## config.mk

```make
export PLATFORM = sky130hd
export DESIGN_NAME = look_disk_scheduler_flat
export DESIGN_NICKNAME = d
export VERILOG_FILES = /design/src/lds_pkg.sv /design/src/lds_req_if.sv /design/src/lds_rsp_if.sv /design/src/lds_ctrl.sv /design/src/lds_dp.sv /design/src/look_disk_scheduler.sv /design/src/flat_wrapper.sv
export SDC_FILE = /design/constraint.sdc
export NUM_CORES = 2
export LEC_CHECK = 0
export BUFFER_PORTS_ARGS = -buffer_cell sky130_fd_sc_hd__buf_2
export CORE_MARGIN = 8
export CORE_UTILIZATION = 50
export DETAILED_ROUTE_END_ITERATION = 6
export GPL_ROUTABILITY_DRIVEN = 0
export PLACE_DENSITY = 0.68
export SYNTH_ARGS = -nofsm -noshare
export SYNTH_HDL_FRONTEND = slang
export SYNTH_HIERARCHICAL = 1
export SYNTH_SLANG_ARGS = --single-unit
```

## constraint.sdc

```tcl
create_clock -name clk_i -period 5.9 [get_ports clk_i]
set_input_delay 1.18 -clock clk_i [delete_from_list [all_inputs] [get_ports clk_i]]
set_output_delay 1.18 -clock clk_i [all_outputs]
set_load 0.05 [all_outputs]
```

## src/lds_pkg.sv

```systemverilog
`default_nettype none

package lds_pkg;

  localparam int QUEUE_DEPTH = 64;
  localparam int TRACK_BITS  = 16;
  localparam int TAG_BITS    = 16;
  localparam int IDX_W       = $clog2(QUEUE_DEPTH);
  localparam int CNT_W       = $clog2(QUEUE_DEPTH + 1);
  localparam int ENTRY_W     = TAG_BITS + TRACK_BITS;

  localparam logic REQ_ADD  = 1'b0;
  localparam logic REQ_PICK = 1'b1;

  localparam logic [1:0] ST_ADDED   = 2'd0;
  localparam logic [1:0] ST_FULL    = 2'd1;
  localparam logic [1:0] ST_GRANTED = 2'd2;
  localparam logic [1:0] ST_EMPTY   = 2'd3;

  typedef struct packed {
    logic       capture;
    logic       add_wr;
    logic       scan_start;
    logic       scan_rd;
    logic       pick;
    logic       shift_rd;
    logic       finish;
    logic       out_load;
    logic [1:0] code;
  } lds_cmd_t;

  typedef struct packed {
    logic kind;
    logic empty;
    logic full;
    logic idx_last;
    logic no_shift;
    logic out_free;
  } lds_sts_t;

endpackage

`default_nettype wire

```

## src/lds_req_if.sv

```systemverilog
`default_nettype none

interface lds_req_if;
  logic                          valid;
  logic                          ready;
  logic                          req_type;
  logic [lds_pkg::TAG_BITS-1:0]   request_tag;
  logic [lds_pkg::TRACK_BITS-1:0] request_track;
  logic [lds_pkg::TRACK_BITS-1:0] head_track;

  modport source (
    output valid, req_type, request_tag, request_track, head_track,
    input  ready
  );

  modport sink (
    input  valid, req_type, request_tag, request_track, head_track,
    output ready
  );
endinterface

`default_nettype wire

```

## src/lds_rsp_if.sv

```systemverilog
`default_nettype none

interface lds_rsp_if;
  logic                          valid;
  logic                          ready;
  logic [1:0]                    status;
  logic [lds_pkg::TAG_BITS-1:0]   grant_tag;
  logic [lds_pkg::TRACK_BITS-1:0] grant_track;
  logic                          sweep_up;
  logic [lds_pkg::CNT_W-1:0]      pending_count;

  modport source (
    output valid, status, grant_tag, grant_track, sweep_up, pending_count,
    input  ready
  );

  modport sink (
    input  valid, status, grant_tag, grant_track, sweep_up, pending_count,
    output ready
  );
endinterface

`default_nettype wire

```

## src/lds_ctrl.sv

```systemverilog
`default_nettype none

module lds_ctrl (
  input  wire logic              clk_i,
  input  wire logic              rst_ni,
  input  wire logic              in_valid_i,
  output logic                   in_ready_o,
  input  wire lds_pkg::lds_sts_t sts_i,
  output lds_pkg::lds_cmd_t      cmd_o
);
  import lds_pkg::*;

  localparam logic [3:0] S_IDLE      = 4'd0;
  localparam logic [3:0] S_DECODE    = 4'd1;
  localparam logic [3:0] S_SCAN      = 4'd2;
  localparam logic [3:0] S_SETTLE    = 4'd3;
  localparam logic [3:0] S_PICK      = 4'd4;
  localparam logic [3:0] S_SHIFT     = 4'd5;
  localparam logic [3:0] S_SHIFT_END = 4'd6;
  localparam logic [3:0] S_FINISH    = 4'd7;
  localparam logic [3:0] S_RESULT    = 4'd8;

  logic [3:0] state_q, state_d;
  logic [1:0] code_q, code_d;

  always_comb begin
    state_d    = state_q;
    code_d     = code_q;
    in_ready_o = 1'b0;
    cmd_o      = '0;
    cmd_o.code = code_q;
    case (state_q)
      S_IDLE: begin
        in_ready_o = 1'b1;
        if (in_valid_i) begin
          cmd_o.capture = 1'b1;
          state_d       = S_DECODE;
        end
      end
      S_DECODE: begin
        if (sts_i.kind == REQ_ADD) begin
          if (sts_i.full) begin
            code_d = ST_FULL;
          end else begin
            cmd_o.add_wr = 1'b1;
            code_d       = ST_ADDED;
          end
          state_d = S_RESULT;
        end else if (sts_i.empty) begin
          code_d  = ST_EMPTY;
          state_d = S_RESULT;
        end else begin
          cmd_o.scan_start = 1'b1;
          state_d          = S_SCAN;
        end
      end
      S_SCAN: begin
        cmd_o.scan_rd = 1'b1;
        if (sts_i.idx_last) begin
          state_d = S_SETTLE;
        end
      end
      S_SETTLE: begin
        state_d = S_PICK;
      end
      S_PICK: begin
        cmd_o.pick = 1'b1;
        state_d    = sts_i.no_shift ? S_FINISH : S_SHIFT;
      end
      S_SHIFT: begin
        cmd_o.shift_rd = 1'b1;
        if (sts_i.idx_last) begin
          state_d = S_SHIFT_END;
        end
      end
      S_SHIFT_END: begin
        state_d = S_FINISH;
      end
      S_FINISH: begin
        cmd_o.finish = 1'b1;
        code_d       = ST_GRANTED;
        state_d      = S_RESULT;
      end
      S_RESULT: begin
        if (sts_i.out_free) begin
          cmd_o.out_load = 1'b1;
          state_d        = S_IDLE;
        end
      end
      default: begin
        state_d = S_IDLE;
      end
    endcase
  end

  always_ff @(posedge clk_i or negedge rst_ni) begin
    if (!rst_ni) begin
      state_q <= S_IDLE;
      code_q  <= ST_ADDED;
    end else begin
      state_q <= state_d;
      code_q  <= code_d;
    end
  end

  // commands only ever fire from their own states
  a_scan_not_shift: assert property (@(posedge clk_i) disable iff (!rst_ni)
    !(cmd_o.scan_rd && cmd_o.shift_rd))
    else $error("scan and shift reads in the same cycle");

  a_pick_after_settle: assert property (@(posedge clk_i) disable iff (!rst_ni)
    cmd_o.pick |-> $past(state_q) == S_SETTLE)
    else $error("pick without completed scan");

  a_load_then_idle: assert property (@(posedge clk_i) disable iff (!rst_ni)
    cmd_o.out_load |=> in_ready_o)
    else $error("not idle after result load");

endmodule

`default_nettype wire

```

## src/lds_dp.sv

```systemverilog
`default_nettype none

module lds_dp (
  input  wire logic                          clk_i,
  input  wire logic                          rst_ni,
  input  wire lds_pkg::lds_cmd_t             cmd_i,
  output lds_pkg::lds_sts_t                  sts_o,
  input  wire logic                          req_type_i,
  input  wire logic [lds_pkg::TAG_BITS-1:0]   request_tag_i,
  input  wire logic [lds_pkg::TRACK_BITS-1:0] request_track_i,
  input  wire logic [lds_pkg::TRACK_BITS-1:0] head_track_i,
  input  wire logic                          rsp_ready_i,
  output logic                               rsp_valid_o,
  output logic [1:0]                         status_o,
  output logic [lds_pkg::TAG_BITS-1:0]        grant_tag_o,
  output logic [lds_pkg::TRACK_BITS-1:0]      grant_track_o,
  output logic                               sweep_up_o,
  output logic [lds_pkg::CNT_W-1:0]           pending_count_o
);
  import lds_pkg::*;

  logic [ENTRY_W-1:0]    mem [QUEUE_DEPTH];
  logic [ENTRY_W-1:0]    rdata_q;
  logic [IDX_W-1:0]      rd_idx_q;

  logic                  kind_q;
  logic [TAG_BITS-1:0]   tag_q;
  logic [TRACK_BITS-1:0] trk_q;
  logic [TRACK_BITS-1:0] head_q;

  logic [CNT_W-1:0]      count_q;
  logic                  dir_q;
  logic [CNT_W-1:0]      idx_q;
  logic                  scan_v_q;
  logic                  shift_v_q;

  logic                  up_found_q, dn_found_q;
  logic [TRACK_BITS-1:0] up_dist_q, dn_dist_q;
  logic [IDX_W-1:0]      up_idx_q, dn_idx_q;
  logic [TAG_BITS-1:0]   up_tag_q, dn_tag_q;
  logic [TRACK_BITS-1:0] up_trk_q, dn_trk_q;

  logic [TAG_BITS-1:0]   g_tag_q;
  logic [TRACK_BITS-1:0] g_trk_q;

  logic                  out_valid_q;
  logic [1:0]            out_status_q;
  logic [TAG_BITS-1:0]   out_tag_q;
  logic [TRACK_BITS-1:0] out_trk_q;
  logic                  out_dir_q;
  logic [CNT_W-1:0]      out_cnt_q;

  logic [TRACK_BITS-1:0] rd_trk;
  logic [TAG_BITS-1:0]   rd_tag;
  logic [TRACK_BITS-1:0] d_up, d_dn;
  logic                  upd_up, upd_dn;
  logic                  new_dir;
  logic [IDX_W-1:0]      sel_idx;
  logic [CNT_W-1:0]      sel_next;
  logic                  mem_we, mem_re;
  logic [IDX_W-1:0]      mem_wa;
  logic [ENTRY_W-1:0]    mem_wd;
  logic                  out_free;

  assign rd_trk = rdata_q[TRACK_BITS-1:0];
  assign rd_tag = rdata_q[TRACK_BITS +: TAG_BITS];
  assign d_up   = rd_trk - head_q;
  assign d_dn   = head_q - rd_trk;
  assign upd_up = scan_v_q && (rd_trk >= head_q) && (!up_found_q || (d_up < up_dist_q));
  assign upd_dn = scan_v_q && (rd_trk <= head_q) && (!dn_found_q || (d_dn < dn_dist_q));

  // LOOK reversal: keep direction while something lies ahead
  assign new_dir  = dir_q ? up_found_q : !dn_found_q;
  assign sel_idx  = new_dir ? up_idx_q : dn_idx_q;
  assign sel_next = CNT_W'(sel_idx) + CNT_W'(1);

  assign mem_we = cmd_i.add_wr || shift_v_q;
  assign mem_wa = shift_v_q ? (rd_idx_q - IDX_W'(1)) : count_q[IDX_W-1:0];
  assign mem_wd = shift_v_q ? rdata_q : {tag_q, trk_q};
  assign mem_re = cmd_i.scan_rd || cmd_i.shift_rd;

  assign out_free = !out_valid_q || rsp_ready_i;

  always_comb begin
    sts_o          = '0;
    sts_o.kind     = kind_q;
    sts_o.empty    = (count_q == '0);
    sts_o.full     = (count_q == CNT_W'(QUEUE_DEPTH));
    sts_o.idx_last = (idx_q == (count_q - CNT_W'(1)));
    sts_o.no_shift = (sel_next >= count_q);
    sts_o.out_free = out_free;
  end

  always_ff @(posedge clk_i) begin
    if (mem_we) begin
      mem[mem_wa] <= mem_wd;
    end
    if (mem_re) begin
      rdata_q  <= mem[idx_q[IDX_W-1:0]];
      rd_idx_q <= idx_q[IDX_W-1:0];
    end
  end

  always_ff @(posedge clk_i or negedge rst_ni) begin
    if (!rst_ni) begin
      count_q     <= '0;
      dir_q       <= 1'b1;
      idx_q       <= '0;
      scan_v_q    <= 1'b0;
      shift_v_q   <= 1'b0;
      up_found_q  <= 1'b0;
      dn_found_q  <= 1'b0;
      out_valid_q <= 1'b0;
    end else begin
      scan_v_q  <= cmd_i.scan_rd;
      shift_v_q <= cmd_i.shift_rd;
      if (cmd_i.add_wr) begin
        count_q <= count_q + CNT_W'(1);
      end else if (cmd_i.finish) begin
        count_q <= count_q - CNT_W'(1);
      end
      if (cmd_i.scan_start) begin
        idx_q      <= '0;
        up_found_q <= 1'b0;
        dn_found_q <= 1'b0;
      end else if (cmd_i.pick) begin
        idx_q <= sel_next;
        dir_q <= new_dir;
      end else if (mem_re) begin
        idx_q <= idx_q + CNT_W'(1);
      end
      if (upd_up) begin
        up_found_q <= 1'b1;
      end
      if (upd_dn) begin
        dn_found_q <= 1'b1;
      end
      if (cmd_i.out_load) begin
        out_valid_q <= 1'b1;
      end else if (rsp_ready_i) begin
        out_valid_q <= 1'b0;
      end
    end
  end

  always_ff @(posedge clk_i) begin
    if (cmd_i.capture) begin
      kind_q <= req_type_i;
      tag_q  <= request_tag_i;
      trk_q  <= request_track_i;
      head_q <= head_track_i;
    end
    if (upd_up) begin
      up_dist_q <= d_up;
      up_idx_q  <= rd_idx_q;
      up_tag_q  <= rd_tag;
      up_trk_q  <= rd_trk;
    end
    if (upd_dn) begin
      dn_dist_q <= d_dn;
      dn_idx_q  <= rd_idx_q;
      dn_tag_q  <= rd_tag;
      dn_trk_q  <= rd_trk;
    end
    if (cmd_i.pick) begin
      g_tag_q <= new_dir ? up_tag_q : dn_tag_q;
      g_trk_q <= new_dir ? up_trk_q : dn_trk_q;
    end
    if (cmd_i.out_load) begin
      out_status_q <= cmd_i.code;
      out_tag_q    <= (cmd_i.code == ST_GRANTED) ? g_tag_q : '0;
      out_trk_q    <= (cmd_i.code == ST_GRANTED) ? g_trk_q : '0;
      out_dir_q    <= dir_q;
      out_cnt_q    <= count_q;
    end
  end

  assign rsp_valid_o     = out_valid_q;
  assign status_o        = out_status_q;
  assign grant_tag_o     = out_tag_q;
  assign grant_track_o   = out_trk_q;
  assign sweep_up_o      = out_dir_q;
  assign pending_count_o = out_cnt_q;

  a_count_bound: assert property (@(posedge clk_i) disable iff (!rst_ni)
    count_q <= CNT_W'(QUEUE_DEPTH))
    else $error("entry count beyond table depth");

  a_shift_addr: assert property (@(posedge clk_i) disable iff (!rst_ni)
    shift_v_q |-> (rd_idx_q != '0) && (CNT_W'(rd_idx_q) < count_q))
    else $error("compaction write outside table");

  a_no_overwrite: assert property (@(posedge clk_i) disable iff (!rst_ni)
    cmd_i.out_load |-> out_free)
    else $error("result overwritten before taken");

  a_pick_has_cand: assert property (@(posedge clk_i) disable iff (!rst_ni)
    cmd_i.pick |-> (up_found_q || dn_found_q))
    else $error("pick with no candidate");

endmodule

`default_nettype wire

```

## src/look_disk_scheduler.sv

```systemverilog
// Steps: an add, or a pick on an empty table, goes from decode to the result state. A pick over
// a nonempty table runs a scan pass, a settle and a pick state, a compaction pass when entries sit
// behind the granted one, then a finish state (one table read per cycle: one pass for the scan,
// one for the compaction). One transaction at a time: input ready only while idle.
// Reset: empty table, sweep upward, no result pending; table contents stay undefined
// and need no clearing pass.
`default_nettype none

module look_disk_scheduler (
  input  wire logic clk_i,
  input  wire logic rst_ni,
  lds_req_if.sink   req_i,
  lds_rsp_if.source rsp_o
);
  import lds_pkg::*;

  lds_cmd_t cmd;
  lds_sts_t sts;
  logic     in_ready;

  lds_ctrl u_ctrl (
    .clk_i      (clk_i),
    .rst_ni     (rst_ni),
    .in_valid_i (req_i.valid),
    .in_ready_o (in_ready),
    .sts_i      (sts),
    .cmd_o      (cmd)
  );

  lds_dp u_dp (
    .clk_i           (clk_i),
    .rst_ni          (rst_ni),
    .cmd_i           (cmd),
    .sts_o           (sts),
    .req_type_i      (req_i.req_type),
    .request_tag_i   (req_i.request_tag),
    .request_track_i (req_i.request_track),
    .head_track_i    (req_i.head_track),
    .rsp_ready_i     (rsp_o.ready),
    .rsp_valid_o     (rsp_o.valid),
    .status_o        (rsp_o.status),
    .grant_tag_o     (rsp_o.grant_tag),
    .grant_track_o   (rsp_o.grant_track),
    .sweep_up_o      (rsp_o.sweep_up),
    .pending_count_o (rsp_o.pending_count)
  );

  assign req_i.ready = in_ready;

endmodule

`default_nettype wire
```

## src/flat_wrapper.sv

```systemverilog
// flat-port wrapper written by rule: the top's interface ports become plain ports
module look_disk_scheduler_flat import lds_pkg::*;
  (clk_i, rst_ni, req_i_valid, req_i_req_type, req_i_request_tag, req_i_request_track, req_i_head_track, req_i_ready, rsp_o_valid, rsp_o_status, rsp_o_grant_tag, rsp_o_grant_track, rsp_o_sweep_up, rsp_o_pending_count, rsp_o_ready);
  lds_req_if req_i_i ();
  lds_rsp_if rsp_o_i ();
  input  wire logic clk_i;
  input  wire logic rst_ni;
  input wire logic [$bits(req_i_i.valid)-1:0] req_i_valid;
  input wire logic [$bits(req_i_i.req_type)-1:0] req_i_req_type;
  input wire logic [$bits(req_i_i.request_tag)-1:0] req_i_request_tag;
  input wire logic [$bits(req_i_i.request_track)-1:0] req_i_request_track;
  input wire logic [$bits(req_i_i.head_track)-1:0] req_i_head_track;
  output wire logic [$bits(req_i_i.ready)-1:0] req_i_ready;
  output wire logic [$bits(rsp_o_i.valid)-1:0] rsp_o_valid;
  output wire logic [$bits(rsp_o_i.status)-1:0] rsp_o_status;
  output wire logic [$bits(rsp_o_i.grant_tag)-1:0] rsp_o_grant_tag;
  output wire logic [$bits(rsp_o_i.grant_track)-1:0] rsp_o_grant_track;
  output wire logic [$bits(rsp_o_i.sweep_up)-1:0] rsp_o_sweep_up;
  output wire logic [$bits(rsp_o_i.pending_count)-1:0] rsp_o_pending_count;
  input wire logic [$bits(rsp_o_i.ready)-1:0] rsp_o_ready;
  assign req_i_i.valid = req_i_valid;
  assign req_i_i.req_type = req_i_req_type;
  assign req_i_i.request_tag = req_i_request_tag;
  assign req_i_i.request_track = req_i_request_track;
  assign req_i_i.head_track = req_i_head_track;
  assign req_i_ready = req_i_i.ready;
  assign rsp_o_valid = rsp_o_i.valid;
  assign rsp_o_status = rsp_o_i.status;
  assign rsp_o_grant_tag = rsp_o_i.grant_tag;
  assign rsp_o_grant_track = rsp_o_i.grant_track;
  assign rsp_o_sweep_up = rsp_o_i.sweep_up;
  assign rsp_o_pending_count = rsp_o_i.pending_count;
  assign rsp_o_i.ready = rsp_o_ready;
  look_disk_scheduler u_core (.clk_i(clk_i), .rst_ni(rst_ni), .req_i(req_i_i), .rsp_o(rsp_o_i));
endmodule
```

After elaboration in Yosys (flattened, before gate mapping)
Memories as Yosys holds them, arrays and structs flattened. A register that Yosys moved wholly into a read port is not among the register bits.
Cells that the tools add are included.
{ "op_classes": {"n_addsub": 7, "reduce_logical": 23, "n_eq_ne": 16, "mux": 44, "n_bitwise": 1, "order_cmp": 5} }
{ "ops": {"columns": ["operator", "count"], "rows": [
  ["$pmux W4 S9", 1],
  ["$mux W7", 5],
  ["$lt A16 B16 Y1", 2],
  ["$mux W16", 2],
  ["$mux W32", 1],
  ["$sub A16 B16 Y16", 2],
  ["$mux W4", 6],
  ["$mux W1", 22],
  ["$eq A4 B3 Y1 const B", 4],
  ["$ge A16 B16 Y1", 1],
  ["$le A16 B16 Y1", 1],
  ["$add A7 B1 Y7 const B", 2],
  ["$mux W6", 2],
  ["$reduce_bool A2 Y1", 5],
  ["$eq A4 B2 Y1 const B", 2],
  ["$mux W2", 4],
  ["$add A6 B1 Y7 const B", 1],
  ["$eq A7 B7 Y1", 1],
  ["$eq A7 B7 Y1 const B", 1],
  ["$ge A7 B7 Y1", 1],
  ["$logic_not A7 Y1", 1],
  ["$sub A7 B1 Y7 const B", 1],
  ["$sub A6 B1 Y6 const B", 1],
  ["$logic_or A1 B1 Y1", 5],
  ["14 further kinds", 22]
]} }
{ "word_totals": {"mem_bits_rw": 2048, "reg_bits": 263, "n_memories": 1, "inputBits": 53, "out_inout_bits": 44} }
{ "memory_table": {"columns": ["memory", "depth", "word_bits", "read_ports", "rd_clocked_by_memory_dff", "write_ports", "line_no", "rtl"], "rows": [
  ["u_core.u_dp.mem", 64, 32, 1, 1, 1, "lds_dp.sv:22", "logic [ENTRY_W-1:0] mem [QUEUE_DEPTH];"]
]} }

Longest topological paths before layout
{ "logic_depth": {"ltp_word": 7, "depth_mapped": 17, "mapped_depth_nobuf": 17} }

Hierarchy
Netlist, hierarchy kept.
{ "by_module_without_submodules": {"columns": ["module", "cells_per_inst", "seq_area_each_um2", "instances", "area_each_um2"], "rows": [
  ["lds_dp", 4386, 70078.5, 1, 91061.1],
  ["lds_ctrl", 56, 150.1, 1, 444.2]
]} }

Worst setup path before layout
OpenSTA, ideal clock, no wires.
{ "synth_timing": {"path_kind": "register to register", "start": "register u_core.u_dp.rdata_q[2] (read register of u_core.u_dp.mem)", "end": "register u_core.u_dp.dn_dist_q[0] (enable)", "slack_ns": 0.365, "setup_ns": 0.466, "path_stages_with_launch": 15, "path_buffers": 1, "required_ns": 5.434, "arrival_time_ns": 5.069, "period_less_slack_ns": 5.535, "path_cell_list": "edfxtp_1 -> inv_1 -> ha_1 -> clkbuf_1 -> o21a_1 -> o31a_1 -> o21ai_0 -> nand2b_1 -> xor2_1 -> ha_1 -> a21o_1 -> a21o_1 -> a2111oi_0 -> o22ai_1 -> nor2_1"} }
{ "synth_via": {"elab_chain_cells": 4} }
{ "synth_lines": {"columns": ["element", "line_no", "rtl"], "rows": [
  ["start: declaration", "lds_dp.sv:23", "logic [ENTRY_W-1:0] rdata_q;"],
  ["$sub A16 B16 Y16", "lds_dp.sv:68", "assign d_dn = head_q - rd_trk;"],
  ["named net u_core.u_dp.d_dn[5]", "lds_dp.sv:55", "logic [TRACK_BITS-1:0] d_up, d_dn;"],
  ["$lt A16 B16 Y1", "lds_dp.sv:70", "assign upd_dn = scan_v_q && (rd_trk <= head_q) && (!dn_found_q || (d_dn < dn_dist_q));"],
  ["$logic_or A1 B1 Y1", "lds_dp.sv:70", null],
  ["$logic_and A1 B1 Y1", "lds_dp.sv:70", null],
  ["named net u_core.u_dp.upd_dn", "lds_dp.sv:56", "logic upd_up, upd_dn;"],
  ["end signal: assignment", "lds_dp.sv:160", "dn_dist_q <= d_dn;"],
  ["end: declaration", "lds_dp.sv:38", "logic [TRACK_BITS-1:0] up_dist_q, dn_dist_q;"]
]} }
The timed path passes the listed nets, and every way through them passes these cells.
A chain may end at the register's enable or synchronous reset.

==> flow_metrics.py <==
metrics = {
    "sta": {
        "hold_viol": 0,
        "fin_tns_setup_ns": 0,
        "period_needed_ns": 4.567,
        "post-route-period-util_pct": 77.41,
        "fmax_mhz": 219.0,
        "slew_headroom_pct": 10.57,
        "setup_slack_ns": 1.333,
        "max_slew.worst_pin.slew_ns": 1.335,
        "rsz0062_at_grt": "false",
        "slew_violations": 0,
        "setup_violations": 0,
        "skew_ns": 0.03546,
    },
    "critical_path": {
        "critPathTopFamily": "simple AND/OR/NAND/NOR gates",
        "r2r_start": "u_core/u_ctrl/state_q[0]",
        "critPathKind": "reg -> reg",
        "start_kind": "flip-flop",
        "cp_common_cell": "buf_4",
        "rr_worst_depth": 9,
        "worstSetupPathDepth": 9,
        "slowest_delay_ns": 0.95,
        "crit_path_max_fanout": 21,
        "cp.arrival_ns": 5.09,
        "crit_path_cell_trace": "inv_2 > or4_4 > nor3_2 > buf_4 > nand3_1 > o22ai_1 > nand2_1 > nor2_4 > buf_4",
        "r2r-end": "u_core/u_dp/mem[63][22]",
        "end_kind": "flip-flop",
        "path_buf_inv": 3,
        "cp_slowest_cell": "nor2_4",
        "critPathRequiredTime_ns": 6.43,
        "reg2reg_slack_ns": 1.33,
    },
    "placed_design": {
        "place_hpwl_mm": 136.3,
        "dpl_cell_area_sq_um": 95720,
        "port_buffers": 96,
        "place_ws_ns": 1.426,
        "placed_cells": 6843,
    },
    "finish": {
        "final_common_cell": "edfxtp_1",
        "area_growth_pct": 12.42,
        "fin_cells": 7258,
        "drive_gt1_share_pct": 24.06,
        "fill_cells": 13220,
        "postLayoutCellArea_sq_um": 102900,
        "largestRegisters": "u_core/u_dp/mem (2048), u_core/u_dp/rdata_q (32)",
        "fin_util_pct": 56.37,
        "nets": 4813,
        "largest_register": "u_core/u_dp/mem",
        "largest_register_ff_count": 2048,
        "final_cell_mix": "2317 x edfxtp_1, 453 x mux4_2, 226 x clkbuf_16",
    },
    "die": {
        "coreArea_sq_um": 182500,
        "rows": 157,
        "die_area_sq_um": 197000,
        "io_pins": 97,
        "start_util_pct": 50.14,
        "die_h_um": 443.8,
        "die_w_um": 443.8,
    },
    "route": {
        "wl_per_cell_um": 31.16,
        "first_pass_iters": 7,
        "via_count": 45770,
        "dr.first_iter.drc_count": 6231,
        "ant_nets": 0,
        "drcViolationCount": 3,
        "wirelength_mm": 226.2,
        "routed_via_density": 6.305,
    },
    "global_routing": {
        "track_usage_pct": 22.54,
        "grt_pass1_vias": 44720,
        "antenna_found_initial": 8,
        "grt_pass1_wl_mm": 325.1,
        "grt_overflow": 0,
        "grt_max_degree": 105,
    },
    "clock_network": {
        "hold_buffers": 0,
        "tritoncts": "yes",
        "cts-htree-levels": 4,
        "post_cts_buffers": 0,
        "clk_latency_ns": 0.83,
        "clkTransAtPathRegs_ns": 0.06,
        "clock_sinks": 2343,
        "cts_buffer_depth": 3,
        "cts_root_buffer": "clkbuf_16",
        "cts_buffers": 224,
        "cts_resized": 0,
    },
    "outcome": {
        "status": "finished with violations",
        "violations": "DRC",
    },
    "logic_synthesis": {
        "ys.flop_type": "edfxtp_1",
        "postSynthCellCount": 4442,
        "ys_async_sr_fraction_pct": 1.110,
        "syn_avg_cell_area_sq_um": 20.60,
        "synth_cell_types": 67,
        "synth-seq-area-share_pct": 76.75,
        "synthesis.area_sq_um": 91510,
        "yosys_warnings": 6,
        "ys_seq_elements": 2343,
        "synth_edf_count": 2317,
        "mappedNetlistNets": 4571,
    },
    "min_path": {
        "hold_path_class": "in -> async",
    },
    "power": {
        "ir_worst_vdd_uv": 385.4,
        "power_density_nw_per_um2": 513.0,
        "cellLeakagePower_uw": 0.03267,
    },
    "job": {
        "max-cap-violations": 0,
    },
}
-- area by class of cell --
cell class                      instances  area, sq um  area share (%)
Timing Repair Buffer                  255         1837           1.785
Sequential cell                      2343        70250           68.29
Inverter                               82        307.8          0.2992
Antenna cell                            5        12.51         0.01216
Multi-Input combinational cell       1778        20340           19.77
Clock buffer                          274         5836           5.673
Clock inverter                        136         1310           1.273
Tap cell                             2385         2984           2.901
-- worst max-delay path by stage --
stage | slack, ns | endpoint | startpoint
6_report | 1.33 | u_core/u_dp/mem[63][22] | u_core/u_ctrl/state_q[0]
5_1_grt | 1.22 | u_core/u_dp/up_tag_q[10] | u_core/u_dp/rdata_q[0]
4_1_cts | 1.42 | u_core/u_dp/mem[63][21] | u_core/u_ctrl/state_q[0]
3_5_place_dp | 1.43 | u_core/u_dp/mem[63][20] | u_core/u_ctrl/state_q[0]
3_3_place_gp | 1.46 | u_core/u_dp/up_tag_q[1] | u_core/u_dp/rdata_q[0]
2_1_floorplan | 0.36 | u_core/u_dp/dn_dist_q[0] | u_core/u_dp/rdata_q[2]
-- Yosys cell counts (32+ instances only) --
library cell     n  area share (%)
and2_1          35            0.24
xnor2_1         34            0.33
nand3_1         95            0.52
buf_2           84            0.46
a22oi_1        176             1.4
mux4_2         453              11
mux2i_1        166             1.8
nand2_1        134            0.55
nor2_1         126            0.52
mux2_2          68            0.84
a221oi_1        32            0.31
clkbuf_1        98            0.40
ha_1            74             1.0
inv_1           81            0.33
a21oi_1         72            0.39
edfxtp_1      2317              76
o21ai_0         51            0.28
-- power by group --
group	leakage, uW	internal [uW]	total, uW	switching (uW)
combinational	0.00803	5760	16900	11200
clock	0.00346	7960	14000	6010
sequential	0.0212	21000	21900	873
-- cells by family (layout without fill, tap and decap cells) --
family	count (synthesis)	in the layout	synth area share, %
AO/OA/AOI/OAI	484	484	3.745
XOR/XNOR	53	53	0.5073
adder cells (fa/ha/maj)	76	76	1.056
buffers and inverters	321	747	1.697
flip-flops	2343	2343	76.75
multiplexers	688	688	13.82
other	0	5	0
AND/OR/NAND/NOR	477	477	2.430
-- stage by stage --
stage	hold WS (ns)	power (uW)
floorplan	0.4231	32170
global placement	0.4642	38800
detailed placement	0.4782	38990
CTS	0.3928	52900
global route	0.4289	54530
finish	0.4214	52770
-- layer usage --
metal,wire length [um],up-vias,track usage (%)
li1,-,18880,-
met1,91160,24050,33.18
met2,103100,2449,33.65
met3,23140,387,4.745
met4,8717,4,8.092
met5,18,-,0
No activity file was read; power rests on OpenSTA's default activity.
